`config.mk`:
```
export PLATFORM = sky130hd
export DESIGN_NAME = cfh_finish
export DESIGN_NICKNAME = d
export VERILOG_FILES = /design/src/cfh_pkg.sv /design/src/cfh_finish.sv
export SDC_FILE = /design/constraint.sdc
export NUM_CORES = 1
export LEC_CHECK = 0
export ABC_AREA = 1
export BUFFER_PORTS_ARGS = -buffer_cell sky130_fd_sc_hd__buf_4
export CAP_MARGIN = 20
export CORE_AREA = 2 2 129 131
export DETAILED_ROUTE_END_ITERATION = 12
export DIE_AREA = 0 0 131 133
export GPL_TIMING_DRIVEN = 0
export PLACE_DENSITY_LB_ADDON = 0.05
export SLEW_MARGIN = 10
export SYNTH_ARGS = -nofsm -noshare
export SYNTH_HDL_FRONTEND = slang
export SYNTH_SLANG_ARGS = --single-unit
```
`constraint.sdc`:
```
create_clock -name vclk -period 7
set_clock_uncertainty 0.1 [all_clocks]
set_input_delay 0.7 -clock vclk [all_inputs]
set_output_delay 0.7 -clock vclk [all_outputs]
set_load 0.01 [all_outputs]
```
`src/cfh_pkg.sv`:
```
// ----------------------------------------------------------------------------
// cfh_pkg: shared definitions for the compass heading unit
// Widths, CORDIC stage angles and the record types that travel along the
// vectoring pipeline.
// ----------------------------------------------------------------------------
`default_nettype none

package cfh_pkg;

  localparam int ANGLE_BITS    = 16;
  localparam int CORDIC_STAGES = 16;

  localparam int SENSOR_W   = 16;
  localparam int FRAC_BITS  = 16;
  localparam int GUARD_BITS = 3;
  localparam int XW         = SENSOR_W + FRAC_BITS + GUARD_BITS;
  localparam int SHIFT_W    = 5;
  localparam int HEAD_W     = 16;

  localparam int Z_DOWN = (ANGLE_BITS >= HEAD_W) ? ANGLE_BITS - HEAD_W : 0;
  localparam int Z_UP   = (ANGLE_BITS >= HEAD_W) ? 0 : HEAD_W - ANGLE_BITS;

  localparam logic [HEAD_W-1:0] CENTI_SCALE = 16'd36000;
  localparam logic [HEAD_W-1:0] DECL_RESET  = 16'd243;

  localparam logic [ANGLE_BITS-1:0] QUARTER_TURN = {2'b01, {(ANGLE_BITS-2){1'b0}}};

  // atan(2^-i) in units of 2^32 per turn, rounded to nearest.
  localparam logic [31:0] ATAN_TURN32 [32] = '{
    32'd536870912, 32'd316933406, 32'd167458907, 32'd85004756,
    32'd42667331,  32'd21354465,  32'd10679838,  32'd5340245,
    32'd2670163,   32'd1335087,   32'd667544,    32'd333772,
    32'd166886,    32'd83443,     32'd41722,     32'd20861,
    32'd10430,     32'd5215,      32'd2608,      32'd1304,
    32'd652,       32'd326,       32'd163,       32'd81,
    32'd41,        32'd20,        32'd10,        32'd5,
    32'd3,         32'd1,         32'd1,         32'd0
  };

  typedef struct packed {
    logic signed [XW-1:0] x;
    logic signed [XW-1:0] y;
    logic [ANGLE_BITS-1:0] z;
  } cfh_vec_t;

  typedef struct packed {
    logic [HEAD_W-1:0] bin;
    logic [HEAD_W-1:0] centi;
  } cfh_head_t;

  // Stage angle scaled from 2^32 per turn to 2^ANGLE_BITS per turn,
  // rounding half up.
  function automatic logic [ANGLE_BITS-1:0] stage_angle(input int i);
    logic [32:0] t;
    int          sh;
    t  = {1'b0, ATAN_TURN32[i[4:0]]};
    sh = 32 - ANGLE_BITS;
    if (sh != 0) begin
      t = (t + (33'd1 << (sh - 1))) >> sh;
    end
    return t[ANGLE_BITS-1:0];
  endfunction

endpackage

`default_nettype wire

```
`src/cfh_finish.sv`:
```
// ----------------------------------------------------------------------------
// cfh_finish: heading formatting
// Brings the CORDIC angle to 16-bit binary angle units, adds the declination
// and converts the heading to hundredths of a degree.
// ----------------------------------------------------------------------------
`default_nettype none

module cfh_finish import cfh_pkg::*; (
  input  wire logic [ANGLE_BITS-1:0] z,
  input  wire logic [HEAD_W-1:0]     declination,
  output      cfh_head_t             head
);

  logic [31:0]         z_wide;
  logic [HEAD_W-1:0]   z_head;
  logic [2*HEAD_W-1:0] prod;

  always_comb begin
    z_wide     = 32'(z);
    z_head     = HEAD_W'((z_wide >> Z_DOWN) << Z_UP);
    head.bin   = z_head + declination;
    prod       = (2*HEAD_W)'(head.bin) * (2*HEAD_W)'(CENTI_SCALE);
    head.centi = prod[2*HEAD_W-1 -: HEAD_W];
  end

endmodule

`default_nettype wire

```
Yosys cells after proc, flatten, opt, wreduce, memory -nomap -nowiden --
Index checks and enable logic that the tools add are counted. W data, S select, Z words.
Cells by class: add/subtract/negate cells 1, multiply operators 1
Operator list (number):
- $mul A16 B11 Y27 const B | 1
- $add A16 B16 Y16 | 1
Word-level totals: flip-flop bits (word level) 0, input port bits 32, word-level logic and storage cells 2

Depth between registers and ports, before layout --
depth in word-level cells 2, depth in mapped cells 28, mapped depth without buffers 28

Least setup slack after synthesis --
No wires, ideal clock.
kind input -> output, from in z[6], to out head[4] in the netlist's numbering, arrival time 5530 ps, data required time 6200 ps, path slack 670 ps, cell stages on the path 20, buffers on the path 0, path through ha_1 -> a21oi_1 -> a21boi_0 -> nand2_1 -> nand3_1 -> nand2_1 -> xor2_1 -> ha_1 -> ha_1 -> fa_1 -> fa_1 -> inv_1 -> fa_1 -> inv_1 -> ha_1 -> nand2_2 -> nor4_4 -> nand2_1 -> nand2_2 -> xor2_1
RTL lines:
- from (decl) | line cfh_finish.sv:9 | input wire logic [ANGLE_BITS-1:0] z,
- to (decl) | line cfh_finish.sv:11 | output cfh_head_t head

==> key figures <==
Layout
  • Nets: 811
  • Synthesis-to-layout area growth: 27.0%
  • Register area: 0 um^2
  • Diodes inserted: 0
  • Layout clock buffers: 0
  • Layout cells sized above 1: 19.9%
  • FFs & Latches: 0

Drt
  • DR iter-0 viols: 81
  • Routed WL per cell: 12.9 um
  • ANT nets after route: 0
  • # DRC: 0
  • Detailed-route via count: 3661
  • Via/cell ratio: 4.29
  • Final WL: between 10 and 15 mm
  • DR pass1 iterations: 4

Worst setup path
  • Setup CP Type: in2out
  • Crit path DAT: 5.88 ns
  • Worst EP required: 6.20 ns
  • CP max FO: 7
  • Setup crit end kind: output port
  • Critical Path Source Type: input pin

Die
  • Row count: 47
  • DIE WIDTH: 131 um
  • Die area: 17400 um^2
  • Core area: 16200 um^2
  • Die height: 133 um
  • I/O pins: 64
  • Starting density of the core: 24.4%

Global route
  • GRT Overall Usage: 12.7%
  • Vias in the first global route: roughly 3.7k
  • First-pass GRT wire length: ~18 mm
  • Initial antenna violation count: 0
  • Pin count of the biggest net entering global routing: 8
  • Grt ovf: 0

CTS
  • Hold-fix buffers, CTS: 0

Synthesis
  • Syn_area_per_cell: 7.11 um^2
  • Syn Inst Count: 556
  • Post-Syn Area: just under 4000 um^2
  • Mapped Nets: ~730
  • Yosys warning total: 0
  • Area leader, netlist: ha_1
  • Dominant cells by area after synthesis: ha_1 (35%), fa_1 (17%), inv_1 (12%)
  • Synth cell types: 27
  • Part of the Yosys area used for sequential elements: 0%
  • Yosys top cell area share: a little over a third

Min path
  • Worst hold path type: in2out

Timing
  • Slew HR: 51.8%
  • Peak Freq: ~0.15 GHz
  • Final WS setup: about 0.32 ns
  • Setup Viol. Count Final: 0
  • Tmin final: 6.68 ns
  • Final-report hold violation count: 0
  • Actual slew at the worst max-slew pin: 0.721 ns
  • Pins Over Slew Limit: 0
  • Final period util: 95.4%
  • Hold slack final: 1.84 ns

Placement
  • HPWL after DPL: 9.93 mm
  • Input/output buffers: 64
  • Placement Setup Slack: -0.511 ns
  • RD Place Congestion: about 0.8

Run
  • Maxcap violations: 0

Status
  • Run status: complete, no violations
cells by family after synthesis:
kind of cell,Yosys count,share of synthesized area [%]
AOI/OAI and AO/OA,59,8.51
adders and majority gates,143,51.5
buffers and inverters,122,11.6
and+or+nand+nor,214,24.4
xor gates and xnor gates,18,3.99
placed cells by master, fill, tap and decap left out, types with 2 or more instances in the layout:
cell type	count
xnor2_1	2
nor3_2	2
nand2_1	105
o21bai_1	5
fa_1	32
buf_4	78
ha_1	103
a21o_1	2
a21oi_1	29
nand3b_1	2
o21ai_0	12
nand2_2	15
xor2_1	8
ha_2	6
nand2_4	4
inv_1	122
nand4_1	4
a21oi_2	3
nand3_1	27
nor4_1	2
xor2_4	7
nor2_2	2
nor3_1	5
nor2_1	43
area by class of cell:
cell class / instances / area [um^2]
multi-input cells: 434 / 3700
fillers: 1783 / 11200
well taps: 220 / 275
inverters: 122 / 458
repair buffers: 78 / 586
stage by stage:
step / setup TNS (ns) / instances / util (%) / area, um^2
after CTS: 0 / 841 / 29.6 / 4790
final: 0 / 854 / 31.0 / 5020
after floorplan: 0 / 556 / - / 3950
after detailed placement: -4.60 / 840 / 29.1 / 4710
after global routing: -0.0134 / 854 / 31.0 / 5020
after global placement: -4.89 / 840 / 29.1 / 4710
synthesized netlist by cell type, drive strengths merged:
library cell    n
xnor2           2
nor2           46
nand3          28
a21oi          32
nor4            3
xor2           16
a21o            2
o21a            1
o21ai          15
nand2         124
nand3b          2
a211oi          1
a21boi          2
nand4           4
nor3            7
o21bai          6
ha            110
inv           122
fa             33
critical path, cell delays in order:
cell and delay, ns:
buf_4 0.11, ha_2 0.40, nand2_1 0.12, nor2_1 0.18
nand2_1 0.09, nand2_2 0.14, nand3_1 0.08, nand2_1 0.15
xor2_4 0.20, ha_1 0.25, ha_1 0.31, fa_1 0.53
fa_1 0.55, inv_1 0.06, fa_1 0.52, inv_1 0.04
ha_2 0.40, nand2_2 0.11, nor4_4 0.34, nand2_1 0.10
nand2_2 0.09, nand2_2 0.06, nand2_1 0.06, nand2_1 0.05
nand2_1 0.10, buf_4 0.13
final timing paths:
kind	startpoint	to	slack, ns	cells past startpoint
setup / recovery	declination[5]	head[8]	0.32	26
hold / removal	declination[1]	head[17]	1.84	3
repair_timing:
| item | in CTS | in global routing |
|---|---|---|
| resized for setup | 11 | 24 |
| endpoints found under the setup margin | 13 | 12 |
| gates cloned | 0 | 0 |
| pin swaps | 0 | 2 |
| setup buffers | 1 | 13 |
routing by layer:
layer	part of all wire, %	GRT usage (%)	routed length [um]	vias to the layer above
met5	0	0	0	-
li1	-	-	-	1930
met3	2.5	0.162	271	4
met1	48	17.8	5320	1669
met2	49	22.8	5340	58
met4	0.38	0.473	42	0
Power is left out: the tool's default activity adds up to more than one toggle a clock period on the data nets, which glitch-free logic cannot reach.
