`src/cfh_pkg.sv`:
```
// ----------------------------------------------------------------------------
// cfh_pkg: shared definitions for the compass heading unit
// Widths, CORDIC stage angles and the record types that travel along the
// vectoring pipeline.
// ----------------------------------------------------------------------------
`default_nettype none

package cfh_pkg;

  localparam int ANGLE_BITS    = 16;
  localparam int CORDIC_STAGES = 16;

  localparam int SENSOR_W   = 16;
  localparam int FRAC_BITS  = 16;
  localparam int GUARD_BITS = 3;
  localparam int XW         = SENSOR_W + FRAC_BITS + GUARD_BITS;
  localparam int SHIFT_W    = 5;
  localparam int HEAD_W     = 16;

  localparam int Z_DOWN = (ANGLE_BITS >= HEAD_W) ? ANGLE_BITS - HEAD_W : 0;
  localparam int Z_UP   = (ANGLE_BITS >= HEAD_W) ? 0 : HEAD_W - ANGLE_BITS;

  localparam logic [HEAD_W-1:0] CENTI_SCALE = 16'd36000;
  localparam logic [HEAD_W-1:0] DECL_RESET  = 16'd243;

  localparam logic [ANGLE_BITS-1:0] QUARTER_TURN = {2'b01, {(ANGLE_BITS-2){1'b0}}};

  // atan(2^-i) in units of 2^32 per turn, rounded to nearest.
  localparam logic [31:0] ATAN_TURN32 [32] = '{
    32'd536870912, 32'd316933406, 32'd167458907, 32'd85004756,
    32'd42667331,  32'd21354465,  32'd10679838,  32'd5340245,
    32'd2670163,   32'd1335087,   32'd667544,    32'd333772,
    32'd166886,    32'd83443,     32'd41722,     32'd20861,
    32'd10430,     32'd5215,      32'd2608,      32'd1304,
    32'd652,       32'd326,       32'd163,       32'd81,
    32'd41,        32'd20,        32'd10,        32'd5,
    32'd3,         32'd1,         32'd1,         32'd0
  };

  typedef struct packed {
    logic signed [XW-1:0] x;
    logic signed [XW-1:0] y;
    logic [ANGLE_BITS-1:0] z;
  } cfh_vec_t;

  typedef struct packed {
    logic [HEAD_W-1:0] bin;
    logic [HEAD_W-1:0] centi;
  } cfh_head_t;

  // Stage angle scaled from 2^32 per turn to 2^ANGLE_BITS per turn,
  // rounding half up.
  function automatic logic [ANGLE_BITS-1:0] stage_angle(input int i);
    logic [32:0] t;
    int          sh;
    t  = {1'b0, ATAN_TURN32[i[4:0]]};
    sh = 32 - ANGLE_BITS;
    if (sh != 0) begin
      t = (t + (33'd1 << (sh - 1))) >> sh;
    end
    return t[ANGLE_BITS-1:0];
  endfunction

endpackage

`default_nettype wire

```
`src/cfh_prerot.sv`:
```
// ----------------------------------------------------------------------------
// cfh_prerot: quadrant pre-rotation
// Scales the raw sample to fixed point and turns vectors in the left half
// plane by a quarter turn so the CORDIC cells see x >= 0.
// ----------------------------------------------------------------------------
`default_nettype none

module cfh_prerot import cfh_pkg::*; (
  input  wire logic                       clk,
  input  wire logic                       rst,
  input  wire logic                       adv,
  input  wire logic                       in_valid,
  input  wire logic signed [SENSOR_W-1:0] sensor_x,
  input  wire logic signed [SENSOR_W-1:0] sensor_y,
  output      logic                       out_valid,
  output      cfh_vec_t                   out_vec
);

  logic signed [XW-1:0] xs;
  logic signed [XW-1:0] ys;
  cfh_vec_t             vec_next;

  always_comb begin
    xs = XW'(sensor_x) <<< FRAC_BITS;
    ys = XW'(sensor_y) <<< FRAC_BITS;
    vec_next.x = xs;
    vec_next.y = ys;
    vec_next.z = '0;
    if (sensor_x < 0) begin
      if (sensor_y >= 0) begin
        vec_next.x = ys;
        vec_next.y = -xs;
        vec_next.z = QUARTER_TURN;
      end else begin
        vec_next.x = -ys;
        vec_next.y = xs;
        vec_next.z = -QUARTER_TURN;
      end
    end
  end

  always_ff @(posedge clk) begin
    if (rst) begin
      out_valid <= 1'b0;
    end else if (adv) begin
      out_valid <= in_valid;
    end
  end

  always_ff @(posedge clk) begin
    if (adv) begin
      out_vec <= vec_next;
    end
  end

endmodule

`default_nettype wire

```
`config.mk`:
```
export PLATFORM = sky130hd
export DESIGN_NAME = cfh_prerot
export DESIGN_NICKNAME = d
export VERILOG_FILES = /design/src/cfh_pkg.sv /design/src/cfh_prerot.sv
export SDC_FILE = /design/constraint.sdc
export NUM_CORES = 1
export LEC_CHECK = 0
export ABC_AREA = 1
export BUFFER_PORTS_ARGS = -buffer_cell sky130_fd_sc_hd__buf_4
export CAP_MARGIN = 30
export CORE_ASPECT_RATIO = 1.2
export CORE_MARGIN = 2
export CORE_UTILIZATION = 50
export DETAILED_ROUTE_END_ITERATION = 16
export MAX_ROUTING_LAYER = met4
export PLACE_DENSITY = 0.89
export SETUP_SLACK_MARGIN = 0.4
export SYNTH_ARGS = -nofsm -noshare
export SYNTH_HDL_FRONTEND = slang
export SYNTH_SLANG_ARGS = --single-unit
```
`constraint.sdc`:
```
create_clock -name clk -period 3.09 [get_ports clk]
set_input_delay 0.618 -clock clk [delete_from_list [all_inputs] [get_ports clk]]
set_output_delay 0.618 -clock clk [all_outputs]
set_load 0.005 [all_outputs]
```
== After elaboration in Yosys (flattened, before gate mapping) ==
Cells that the tools add are included.
Storage, ports and cells
  register bits after elaboration: 87
  output and inout bits: 87
  logic and storage cells: 15
  bits of input ports: 36
Cells by class
  multiplexer cells: 2
  order comparisons: 2
  bitwise operators: 1
  reductions and logical operators: 2
  $add $sub $neg: 2
Operators with widths (count)
  $mux W86: 2
  $neg A32 Y35: 2
  $ge A16 B1 Y1 const B: 1
  $lt A16 B1 Y1 const B: 1
  $reduce_and A2 Y1: 1
  $reduce_or A2 Y1: 1
  $not A1 Y1: 1

== Depth between registers and ports, before layout ==
  word-level depth: 3
  gate-level depth with buffers: 9
  depth with buffers taken out: 9

== Least setup slack after synthesis ==
Ideal clock, no wire load.
  kind: input-to-reg
  start point: input sensor_x[0]
  end point: register out_vec[42] (netlist bit), data pin
  path buffers: 0
  arrival: 1367 ps
  library setup time: 253 ps
  stages: 9
  data required time: 2837 ps
  slack: 1470 ps
  cell sequence: inv_2 -> ha_1 -> nand2_1 -> nor2_4 -> nand3_1 -> nand2_1 -> nand2_1 -> nand3_1 -> nand2_1
RTL lines
  from (decl): RTL line cfh_prerot.sv:13  | input wire logic signed [SENSOR_W-1:0] sensor_x,
  to (signal assigned): RTL line cfh_prerot.sv:52  | out_vec <= vec_next;
  to (decl): RTL line cfh_prerot.sv:16  | output cfh_vec_t out_vec

==> impl_results.md <==
- Setup violation total in the final timing report: 0
- Cell Pwr Density: about 420 nW/um^2
- CP Capture Type: flip-flop
- Worst Skew: 0 ns
- Max_cap viols: 0
- Slew of the pin with the lowest slew margin: 0.728 ns
- Grt total ovfl: 0
- Top cells by area, synth: edfxtp_1, buf_4, nand2_1
- Synth-to-Final Area Change: 18.9%
- Area leader, netlist: edfxtp_1
- Pleak: 1.60 nW
- Final Critical Period: 1.81 ns
- Internal Power: 1.04 mW
- Post-DRT Antenna Nets: 0
- Startpoint class of the critical path: input port
- Total power: 1.39 mW
- Die height: ~86 microns
- Yosys reg bits: 41
- Dpl cells: 471
- RR Startpoint: out_valid
- Capture point of the worst reg-to-reg path: out_valid
- Flop pwr share: 49.1%
- Clk pwr share: 30.2%
- Multi-input gate area: 1200 sq um
- Logic pwr share: 20.7%
- Final-stage net count: between 400 and 500
- Switching share of power: between 20% and 30%
- Chip width: 72.0 microns
- Status: completed
- # fillers: 488
- Slack of the critical path: 1.28 ns
- Hold Crit Depth: 2
- Synth async-reset ratio: 0%
- Register area share after synthesis: 44.0%
- Mapped cell area: 2780 sq um
- Hold endpoint: out_valid
- Initial core utilization: between 50% and 60%
- Net Switching: roughly 0.35 mW
- Final hold violations: 0
- Crit Path Category: in2reg
- TNS Setup: 0 ns
- CP Max Fanout: 5
- Reg2Reg Setup Slack: 2.49 ns
- Clk_lat worst skew: 0.29 ns
- Placeable Area: 5330 sq um
- TritonCTS Buffers: 5
- Routed via count: 2,388
- Register area: around 1200 sq um
- Final std cells w/o fill: 479
- Post-synth EDFFs: 40
- Drt drc: 0
- Port buffer count: 76
- H-tree levels: 2
- Layout cells sized above 1: 24.0%
- CP Data Arrival Time: about 1.9 ns
- Placement Setup Slack: roughly 1.0 ns
- Root Buffer: clkbuf_8
- CTS tree: done
- CP Data Required Time: 3.14 ns
- Initial antenna violation count: 0
- Hold_buf cts: 0
- Hold path start: rst
- Gate Count Post-Synth: approximately 350
- Fmax: 554 MHz
- # IOs: 123
- Clock transition at path regs: 0.07 ns
- Die footprint: 6170 sq um
- Total clock sinks: 41
- Number of global-route vias before repair: 2,072
- Global Route Usage Sum: about a fifth
- First-pass GRT wire length: just under 10 mm
- Post-DP HPWL: 4.66 mm
- Hold Crit Class: in2reg
- Detailed Route Iter0 Violations: 260
- Slew Viols, Final: 0
- TritonRoute pass-1 iters: 5
- Top-area cell type share of the netlist area: 43.3%
- Gp weighted congestion: 0.898
- Mapped Avg Cell Area: 8.05 sq um
- Max Root-Sink Buffers: 2
- Vias per cell: 4.99
- Post-CTS Setup Repair Bufs: 0
- Dominant synthesized flop cell: edfxtp_1
- Core Rows: 29
- Wirelength, routed: between 6 and 7 mm
- Register-to-Register Path Depth: 2
- Worst vdd ir: 0.000190 V
- Yosys cell types: 29
- Part of the cycle the worst path needs: 58.4%
- RSZ-0062 raised after global routing: no
- YS warnings: 0
- N_diodes: 0
- Largest net degree at the start of global routing: 42
- Rel. slew slack: 51.4%
- Hold WS: 0.468 ns
- WL per Instance: 13.2 microns
- Resized Gates After CTS: 0
==> per-layer routing <==
layer | track usage [%] | wire [microns] | up-vias
met5 | - | 0 | -
met4 | 7.38 | 141 | 0
met3 | 2.59 | 578 | 12
met2 | 36.6 | 3220 | 144
met1 | 24.8 | 2380 | 1069
li1 | - | - | 1163
==> cells in the mapped netlist, types with 4 or more instances <==
cell	count
nor2_1	28
buf_4	47
inv_2	5
buf_2	7
o21ai_0	6
clkbuf_1	6
nand2_1	90
o21ai_1	14
inv_1	27
nand3_1	45
nor2_2	4
xor2_1	6
edfxtp_1	40
==> layout by cell type, fill, tap and decap left out, drive strengths merged <==
cell type / count
xnor2: 2
ha: 2
or2: 1
buf: 76
nand2: 90
nor4: 1
clkbuf: 6
clkinv: 1
o21ai: 21
nor3: 1
conb: 49
xor2: 6
edfxtp: 40
bufinv: 1
nand3: 47
mux2i: 1
nor2: 34
o211ai: 1
o31ai: 1
inv: 32
o22ai: 2
a21oi: 1
dfxtp: 1
==> logic make-up (layout without fill, tap and decap cells) <==
| logic type | count (synthesis) | count (layout) | synth area share, % |
|---|---|---|---|
| compound gates | 26 | 26 | 5.27 |
| xor+xnor | 8 | 8 | 2.52 |
| fa+ha+maj | 2 | 2 | 0.901 |
| buf+inv | 92 | 116 | 19.1 |
| flops | 41 | 41 | 44.0 |
| mux | 1 | 1 | 0.361 |
| other cells | 1 | 49 | 0.135 |
| simple gates | 174 | 174 | 27.7 |
==> area by class of cell <==
type,instances,share of cell area [%]
clock buffer,6,2.20
sequential,41,37.0
clock inverter,2,1.06
tap,62,2.35
inverter,32,3.64
timing repair buffer,76,17.3
multi-input combinational,260,36.5
==> critical path, stage by stage <==
cell	delay, ns
buf_4	0.13
inv_1	0.11
ha_1	0.20
nand2_1	0.12
nor2_2	0.24
nand3_1	0.15
nand2_1	0.10
nand2_1	0.05
nand3_1	0.06
nand2_1	0.07
==> power by group through the flow <==
stage | Clock [mW] | Sequential (mW) | Combinational [mW]
global placement | 0 | 0.696 | 0.277
global route | 0.446 | 0.688 | 0.319
detailed placement | 0 | 0.697 | 0.285
CTS | 0.427 | 0.685 | 0.287
finish | 0.421 | 0.684 | 0.288
floorplan | 0 | 0.703 | 0.166
==> flip-flops by register name, summed over array words and instances, names as in the netlist <==
register / count
out_valid: 1
out_vec: 40
==> worst max-delay path by stage <==
stage	startpoint	endpoint	slack, ns	cells after the start
after floorplan	sensor_x[0]	out_vec[42]	1.47	9
after global routing	sensor_y[0]	out_vec[79]	1.21	10
after global placement	sensor_y[0]	out_vec[81]	1.08	10
after CTS	sensor_y[0]	out_vec[79]	1.34	10
after detailed placement	sensor_y[0]	out_vec[79]	1.03	10
final	sensor_y[0]	out_vec[79]	1.28	10
==> through the flow <==
| step | area [sq um] | utilization, % |
|---|---|---|
| 2_1_floorplan | 2960 | - |
| 5_1_grt | 3300 | 61.9 |
| 4_1_cts | 3300 | 61.9 |
| 3_3_place_gp | 3190 | 59.9 |
| 6_report | 3300 | 61.9 |
| 3_5_place_dp | 3190 | 59.9 |
Power figures use the tool's default switching activity.
