[config.mk]
export PLATFORM = sky130hd
export DESIGN_NAME = cfh_cell
export DESIGN_NICKNAME = d
export VERILOG_FILES = /design/src/cfh_pkg.sv /design/src/cfh_cell.sv
export SDC_FILE = /design/constraint.sdc
export NUM_CORES = 1
export LEC_CHECK = 0
export BUFFER_PORTS_ARGS = -buffer_cell sky130_fd_sc_hd__buf_2
export CAP_MARGIN = 20
export CELL_PAD_IN_SITES_DETAIL_PLACEMENT = 1
export CELL_PAD_IN_SITES_GLOBAL_PLACEMENT = 1
export CORE_MARGIN = 10
export CORE_UTILIZATION = 49
export CTS_BUF_LIST = sky130_fd_sc_hd__clkbuf_4
export DETAILED_ROUTE_END_ITERATION = 12
export PLACE_DENSITY_LB_ADDON = 0.1
export SLEW_MARGIN = 20
export SYNTH_ARGS = -nofsm -noshare
export SYNTH_HDL_FRONTEND = slang
export SYNTH_SLANG_ARGS = --single-unit
[constraint.sdc]
create_clock -name clk -period 7.7 [get_ports clk]
set_clock_uncertainty 0.15 [all_clocks]
set_input_delay 0.77 -clock clk [delete_from_list [all_inputs] [get_ports clk]]
set_output_delay 0.77 -clock clk [all_outputs]
set_load 0.02 [all_outputs]
[src/cfh_pkg.sv]
// ----------------------------------------------------------------------------
// cfh_pkg: shared definitions for the compass heading unit
// Widths, CORDIC stage angles and the record types that travel along the
// vectoring pipeline.
// ----------------------------------------------------------------------------
`default_nettype none

package cfh_pkg;

  localparam int ANGLE_BITS    = 16;
  localparam int CORDIC_STAGES = 16;

  localparam int SENSOR_W   = 16;
  localparam int FRAC_BITS  = 16;
  localparam int GUARD_BITS = 3;
  localparam int XW         = SENSOR_W + FRAC_BITS + GUARD_BITS;
  localparam int SHIFT_W    = 5;
  localparam int HEAD_W     = 16;

  localparam int Z_DOWN = (ANGLE_BITS >= HEAD_W) ? ANGLE_BITS - HEAD_W : 0;
  localparam int Z_UP   = (ANGLE_BITS >= HEAD_W) ? 0 : HEAD_W - ANGLE_BITS;

  localparam logic [HEAD_W-1:0] CENTI_SCALE = 16'd36000;
  localparam logic [HEAD_W-1:0] DECL_RESET  = 16'd243;

  localparam logic [ANGLE_BITS-1:0] QUARTER_TURN = {2'b01, {(ANGLE_BITS-2){1'b0}}};

  // atan(2^-i) in units of 2^32 per turn, rounded to nearest.
  localparam logic [31:0] ATAN_TURN32 [32] = '{
    32'd536870912, 32'd316933406, 32'd167458907, 32'd85004756,
    32'd42667331,  32'd21354465,  32'd10679838,  32'd5340245,
    32'd2670163,   32'd1335087,   32'd667544,    32'd333772,
    32'd166886,    32'd83443,     32'd41722,     32'd20861,
    32'd10430,     32'd5215,      32'd2608,      32'd1304,
    32'd652,       32'd326,       32'd163,       32'd81,
    32'd41,        32'd20,        32'd10,        32'd5,
    32'd3,         32'd1,         32'd1,         32'd0
  };

  typedef struct packed {
    logic signed [XW-1:0] x;
    logic signed [XW-1:0] y;
    logic [ANGLE_BITS-1:0] z;
  } cfh_vec_t;

  typedef struct packed {
    logic [HEAD_W-1:0] bin;
    logic [HEAD_W-1:0] centi;
  } cfh_head_t;

  // Stage angle scaled from 2^32 per turn to 2^ANGLE_BITS per turn,
  // rounding half up.
  function automatic logic [ANGLE_BITS-1:0] stage_angle(input int i);
    logic [32:0] t;
    int          sh;
    t  = {1'b0, ATAN_TURN32[i[4:0]]};
    sh = 32 - ANGLE_BITS;
    if (sh != 0) begin
      t = (t + (33'd1 << (sh - 1))) >> sh;
    end
    return t[ANGLE_BITS-1:0];
  endfunction

endpackage

`default_nettype wire

[src/cfh_cell.sv]
// ----------------------------------------------------------------------------
// cfh_cell: one CORDIC vectoring cell
// Rotates the vector toward the X axis by the stage angle and accumulates
// the angle; a vector already on the axis passes unchanged.
// ----------------------------------------------------------------------------
`default_nettype none

module cfh_cell import cfh_pkg::*; (
  input  wire logic                  clk,
  input  wire logic                  rst,
  input  wire logic                  adv,
  input  wire logic                  in_valid,
  input  wire cfh_vec_t              in_vec,
  input  wire logic [SHIFT_W-1:0]    shift,
  input  wire logic [ANGLE_BITS-1:0] angle,
  output      logic                  out_valid,
  output      cfh_vec_t              out_vec
);

  logic signed [XW-1:0] dx;
  logic signed [XW-1:0] dy;
  cfh_vec_t             vec_next;

  always_comb begin
    dx       = in_vec.y >>> shift;
    dy       = in_vec.x >>> shift;
    vec_next = in_vec;
    if (in_vec.y > 0) begin
      vec_next.x = in_vec.x + dx;
      vec_next.y = in_vec.y - dy;
      vec_next.z = in_vec.z + angle;
    end else if (in_vec.y < 0) begin
      vec_next.x = in_vec.x - dx;
      vec_next.y = in_vec.y + dy;
      vec_next.z = in_vec.z - angle;
    end
  end

  always_ff @(posedge clk) begin
    if (rst) begin
      out_valid <= 1'b0;
    end else if (adv) begin
      out_valid <= in_valid;
    end
  end

  always_ff @(posedge clk) begin
    if (adv) begin
      out_vec <= vec_next;
    end
  end

endmodule

`default_nettype wire

# After elaboration in Yosys (flattened, before gate mapping)
# Cells that the tools add are included.
# word_totals
register_bits,87
latchBits,0
mem_bits_rw,0
mem_bits_ro,0
in_bits,111
output_inout_bits,87
memories,0
# op_classes
add_sub_neg,6
multipliers,0
div_mod_pow,0
n_lt_le_gt_ge,2
eq_ne,0
shifts,2
n_mux,2
bitwise_logic,0
n_reduce_logical,0
# op_table
operator,count
86-bit 2-to-1 mux,2
35-bit adder,2
35-bit by 5-bit >>> shifter with 35-bit output,2
35-bit subtractor,2
"35-bit by 1-bit greater-than comparator with 1-bit output, second input constant",1
"35-bit by 1-bit < comparator with 1-bit output, second input constant",1
16-bit adder,1
16-bit subtractor,1

# Longest topological paths before layout
# Gate-level depths: netlist of run 1.
# logic_depth
depth_word,4
depth_mapped,24

# Worst setup path after synthesis of run 1
# OpenSTA, ideal clock, no wires.
# synth_path
path_kind,input to register
from,input port shift[1]
to,register out_vec[49] (netlist name) (data pin)
setup_ns,0.271
arrival_time_ns,5.103
slack_ns,2.175
stages,20
path_cell_list,clkbuf_1 -> clkbuf_1 -> buf_1 -> mux4_2 -> mux2i_1 -> nand2_1 -> o21ai_0 -> nor2_1 -> nor2_1 -> ha_1 -> nor2b_1 -> o21ai_1 -> o221ai_1 -> a31oi_1 -> a21oi_1 -> or4_4 -> a311o_1 -> a221oi_2 -> xor2_1 -> o22ai_1
# synth_lines
element,line,rtl
from (decl),cfh_cell.sv:14,"input wire logic [SHIFT_W-1:0] shift,"
to (signal assigned),cfh_cell.sv:49,out_vec <= vec_next;
to (decl),cfh_cell.sv:17,output cfh_vec_t out_vec

==> run summary, run 1 <==
Max-Cap Viols = 0
Worst-Skew Late Latency = 0.58 ns
H-tree lvl count = 3
post-synth cell types = 89
GRT Resource Usage Total = 0.297
Most used DFF post-synth = edfxtp_1
final hold violations = 0
initial core utilization = 0.495
worst min-delay path category = in2reg
critical path launch point type = input port
fin nets = 2495
fin cells = 2654
total negative slack = 0 ns
CTS root buf = clkbuf_4
Rows = 66
Crit path arrival time = 6.41 ns
Worst Tran Pin Value = 0.954 ns
Post-synth EDFFs = 86
RSZ-0062 raised after global routing = no
commonest non-fill, non-tap cell in the layout = nor2_1
Area contributors post-synth = edfxtp_1, ha_1, a21oi_1
CP endpoint kind = flip-flop
endpoints failing setup = 0
core area = 0.0324 mm2
max incr delay on CP = 0.78 ns
Crit path max-delay family = compound AO/OA/AOI/OAI gates
Period Utilization, post-route = 0.810
post-layout power = 2910 uW
RD Place Congestion = 0.973
Max Slew Vio Count = 0
number of DRC markers in iteration 0 = 1270
Worst Path Buf+Inv = 4
status = finished clean
M3 GR Usage = 0.0547
Synth area leader = edfxtp_1
min Tclk post-route = 6.24 ns
Hold WS = 0.158 ns
post-synthesis cell count = 2104
Port Buffers = 197
Cells after DPL = 2635
global route overflow = 0
Critical Path RT = 7.87 ns
hold buffer count at CTS = 0
post_cts resized = 0
grt met1 use = 0.365
drt total wl = 62100 um
layout cells sized above 1 = 0.148
vias = 16600
largest net degree at the start of global routing = 76
HPWL Detailed = 49300 um
Initial DRT Pass Iterations = 5
Sink Count = 87
worst-case clock buffer depth = 2
Filler cells = 4182
Yosys top cell area share = 0.161
CTS tree = done
Top Ports = 198
height of the chip = 201 um
Post-synth ARST share = 0
global-route wire length before repair = 96700 um
detailed-route DRC error count = 0
synth warn = 0
crit path max fanout = 51
Antenna Nets Post-Route = 0
Area growth syn-to-layout = 8.35%
post-synthesis sequential area ratio = 0.163
Crit-path slowest cell = a2111oi_0
Post-CTS Setup Bufs = 0
CTS Buf Count = 9
crit path cell chain = buf_2 -> inv_2 -> buf_12 -> o21ai_0 -> mux2i_1 -> mux2i_1 -> ha_1 -> inv_1 -> fa_1 -> a21oi_1 -> o21ai_1 -> a2111oi_0 -> o221ai_1 -> a31oi_2 -> o31ai_1 -> a31oi_1 -> nor3_1 -> o31ai_1 -> a21oi_1
met2 usage = 0.503
Achievable Freq = 160 MHz
initial antenna violation count = 5
PwrDens = 168 mW/mm2
register bit total from synthesis = 87
Via density = 6.25
WL per Instance = 23.4 um
global route hottest layer = met2
clock transition at the registers of the reported paths = 0.17 ns
Syn Nets = 2395
vias in the first global route = 17000
Pleak = 0.00768 uW
Die W = 201 um
die area = 0.0403 mm2
commonest cells after routing, fill and taps aside = nor2_1, a21oi_1, nand2_1
Netlist Area Pre-Place = 0.0160 mm2
Avg Inst Size Synth = 7.61 um2
Max IR drop VDD = 105 uV
Crit Path Category = in2reg
Slew HR = 0.364
==> layout make-up <==
cell class,instances,area [um2],share of cell area
Antenna cell,3,7.51,0.000433
Clock buffer,9,67.6,0.00389
Clock inverter,7,87.6,0.00505
Inverter,183,687,0.0396
Multi-Input combinational cell,1706,12200,0.702
Sequential cell,87,2600,0.150
Tap cell,442,553,0.0319
Timing Repair Buffer,217,1160,0.0668
==> report_power, final <==
| part | switching, uW | internal (uW) |
|---|---|---|
| combinational | 1190 | 711 |
| clock | 208 | 128 |
| sequential | 23.0 | 646 |
| total | 1430 | 1490 |
==> per-stage QoR <==
step           utilization  instance area (um2)  setup WS (ns)
3_5_place_dp         0.531                17200           1.03
2_1_floorplan            -                16000           2.18
5_1_grt              0.536                17300           1.10
6_report             0.536                17300           1.46
3_3_place_gp         0.531                17200           1.31
4_1_cts              0.536                17300           1.68
==> state kept, by name, summed over array words and instances (netlist names) <==
signal / flops
out_vec: 86
out_valid: 1
==> per-layer routing <==
layer	vias to the layer above	part of all wire	wire (um)
met2	561	0.48	29900
li1	7741	-	-
met1	8160	0.42	26200
met4	4	0.037	2280
met3	114	0.061	3760
met5	-	0.00043	27
==> path summary, 6_finish.rpt <==
kind / slack (ns) / end / from / cells past startpoint
max: 1.46 / out_vec[81] / shift[2] / 19
min: 0.16 / out_valid / rst / 2
min reg2reg: 0.38 / out_valid / out_valid / 2
max reg2reg: 6.94 / out_valid / out_valid / 2
==> logic make-up (layout without fill, tap and decap cells) <==
family,count (synthesis),count (layout),synth area share
other,0,3,0
AND/OR/NAND/NOR,620,620,0.175
AO/OA/AOI/OAI,650,650,0.261
flip-flops,87,87,0.163
adder cells (fa/ha/maj),180,180,0.143
buffers and inverters,311,416,0.0768
multiplexers,128,128,0.112
XOR/XNOR,128,128,0.0700
==> synth_stat cells, types with 6 or more instances <==
master    instances
a221oi_1          6
a21oi_1         202
nand4_1           6
or2_2             7
nand3_1          26
clkbuf_1         91
nand2b_1         24
fa_1              6
o21bai_1         33
a21boi_0          6
a211oi_1         20
a21o_1           23
o22ai_1          29
or3_1            14
mux2_2           23
buf_1            16
mux4_2           38
or4_1             7
nor3_1           46
nor2_1          224
edfxtp_1         86
nand2_1         194
and3_1           12
buf_2            13
o31ai_1          36
o211ai_1         19
o21ai_0         119
ha_1            174
a31oi_1          24
o21ai_1           8
a211o_1           7
xor2_1           18
o221ai_1          9
nor4_1           17
nor2b_1          20
inv_1           179
mux2i_1          67
xnor2_1         110
o21a_1           42
Note: power is estimated with default switching activity, not from simulation.
==> run 2, diff against run 1 <==
Settings changed: CORE_UTILIZATION 49 to 45.
Clock period 7.7 ns to 6.5 ns, I/O delays scaled along.
==> run 2 against run 1 <==
Utilization shrank 4.0 points; critical endpoint is now out_vec[44]; clock power grew 9.5%; critical path type unchanged; worst setup slack lost 0.63 ns; sequential power grew 18%; global-route usage shrank 1.4 points; register-to-register slack lost 1.2 ns; critical path depth shrank 1; hold slack lost 0.11 ns.
==> run summary, run 2 (same netlist as run 1, synthesis figures left out) <==
status = finished clean (unchanged)
min Tclk post-route = 5.66 ns
Rows = 69 (was 66)
die area = 0.0435 mm2 (was 0.0403 mm2)
setup slack, reg-to-reg = 5.76 ns (was 6.94 ns)
commonest non-fill, non-tap cell in the layout = nor2_1 (unchanged)
Post-CTS Setup Bufs = 0 (unchanged)
Sink Count = 87 (unchanged)
RD Place Congestion = 0.967 (was 0.973)
Max-Cap Viols = 0 (unchanged)
initial antenna violation count = 4 (was 5)
Port Buffers = 197 (unchanged)
Hold Path Stages = 2 (unchanged)
core area = 0.0353 mm2 (was 0.0324 mm2)
Top Ports = 198 (unchanged)
height of the chip = 209 um (was 201 um)
commonest cells after routing, fill and taps aside = nor2_1, a21oi_1, nand2_1 (unchanged)
HPWL Detailed = 50800 um (was 49300 um)
post-layout power = 3430 uW (was 2910 uW)
detailed-route DRC error count = 0 (unchanged)
CTS Buf Count = 9 (unchanged)
Period Utilization, post-route = 0.871
CP endpoint kind = flip-flop (unchanged)
CTS tree = done (unchanged)
Slew HR = 0.375 (was 0.364)
critical path launch point type = input port (unchanged)
final hold violations = 0 (unchanged)
crit path from = shift[1] (was shift[2])
net switching power of the design = 1680 uW (was 1430 uW)
Crit Path Category = in2reg (unchanged)
sequential power share = 0.230 (about the same)
Pint = 1750 uW (was 1490 uW)
share of the core filled with cells = 0.496 (was 0.536)
sw frac = 0.490 (about the same)
Pleak = 0.00778 uW (was 0.00768 uW)
vias in the first global route = 17200 (was 17000)
Worst Tran Pin Value = 0.929 ns (was 0.954 ns)
global route overflow = 0 (unchanged)
Max Slew Vio Count = 0 (unchanged)
PwrDens = 196 mW/mm2 (was 168 mW/mm2)
largest net degree at the start of global routing = 76 (unchanged)
Clk pwr share = 0.108 (was 0.116)
dpl cell area = 0.0174 mm2 (was 0.0172 mm2)
WL per Instance = 23.7 um (was 23.4 um)
HP Start = rst (unchanged)
R2R Path Start = out_valid (unchanged)
crit path max fanout = 58 (was 51)
Design Area, Final = 0.0175 mm2 (was 0.0173 mm2)
Multi-input gate area = 0.0122 mm2 (unchanged)
vias = 16500 (was 16600)
Top reg by flops = out_vec (unchanged)
Top Registers = out_vec (86), out_valid (1) (unchanged)
Register Area = 0.00260 mm2 (unchanged)
worst min-delay path category = in2reg (unchanged)
number of DRC markers in iteration 0 = 1257 (was 1270)
worst r2r path cells = 2 (unchanged)
clock transition at the registers of the reported paths = 0.16 ns (was 0.17 ns)
Area growth syn-to-layout = 9.38% (was 8.35%)
Die W = 209 um (was 201 um)
Achievable Freq = 177 MHz
initial core utilization = 0.453 (was 0.495)
Hold WS = 0.0514 ns (was 0.158 ns)
layout cells sized above 1 = 0.157 (was 0.148)
Crit path arrival time = 5.84 ns (was 6.41 ns)
Initial DRT Pass Iterations = 5 (unchanged)
Critical Path RT = 6.67 ns (was 7.87 ns)
CTS root buf = clkbuf_4 (unchanged)
RSZ-0062 raised after global routing = no (unchanged)
total negative slack = 0 ns (unchanged)
Filler cells = 4504 (was 4182)
post_cts resized = 0 (unchanged)
GRT Resource Usage Total = 0.283 (was 0.297)
Antenna Nets Post-Route = 0 (unchanged)
WHS Endpoint = out_valid (unchanged)
hold buffer count at CTS = 0 (unchanged)
drt total wl = 63700 um (was 62100 um)
Gate power share = 0.662 (was 0.654)
Via density = 6.12 (was 6.25)
global-route wire length before repair = 99400 um (was 96700 um)
worst-case clock buffer depth = 2 (unchanged)
Critical R2R Capture = out_valid (unchanged)
number of flip-flops in the largest register = 86 (unchanged)
endpoints failing setup = 0 (unchanged)
H-tree lvl count = 3 (unchanged)
Max IR drop VDD = 118 uV (was 105 uV)
fin nets = 2516 (was 2495)
Worst-Skew Late Latency = 0.57 ns (was 0.58 ns)
-- run 2: final cells by class --
cell class,instances,share of cell area
inverter,183,0.0392
clock buffer,12,0.00514
multi-input combinational,1706,0.696
tap,461,0.0329
sequential,87,0.149
clock inverter,4,0.00272
timing repair buffer,238,0.0752
antenna,3,0.000429
-- run 2: how the worst max path moves through the flow --
stage,end,cells past startpoint
5_1_grt,out_vec[77],21
2_1_floorplan,out_vec[49],20
3_5_place_dp,out_vec[44],18
3_3_place_gp,out_vec[44],18
6_report,out_vec[44],18
4_1_cts,out_vec[81],21
-- run 2: routing by layer --
layer  vias to the layer above  share of wire  track usage
met5                         -              0            0
li1                       7789              -            -
met2                       459           0.48        0.491
met4                         0          0.029       0.0866
met3                        86          0.051       0.0388
met1                      8149           0.44        0.356
-- run 2: power groups by stage --
stage | registers (uW) | logic (uW) | clock network (uW)
2_1_floorplan | 948 | 1440 | 0
3_3_place_gp | 802 | 2200 | 0
3_5_place_dp | 804 | 2240 | 0
4_1_cts | 792 | 2260 | 383
5_1_grt | 803 | 2490 | 399
6_report | 790 | 2270 | 369
-- run 2: stage by stage --
step | instances | setup WS, ns
global placement | 2675 | 0.395
CTS | 2691 | 0.964
global route | 2694 | 0.310
floorplan | 2104 | 1.10
finish | 2694 | 0.835
detailed placement | 2675 | 0.338
-- run 2: worst max-delay path, cell delays in order --
cell	delay, ns
buf_4	0.55
mux2_2	0.43
o21ai_0	0.36
mux2i_1	0.24
o21ai_0	0.39
nor2_1	0.09
nor2_1	0.20
ha_1	0.39
nand2b_1	0.14
o311a_1	0.28
o211ai_2	0.13
a31oi_1	0.42
nor3b_1	0.56
o21ai_1	0.25
o21bai_1	0.31
a311oi_1	0.16
xnor2_1	0.16
o22ai_1	0.10
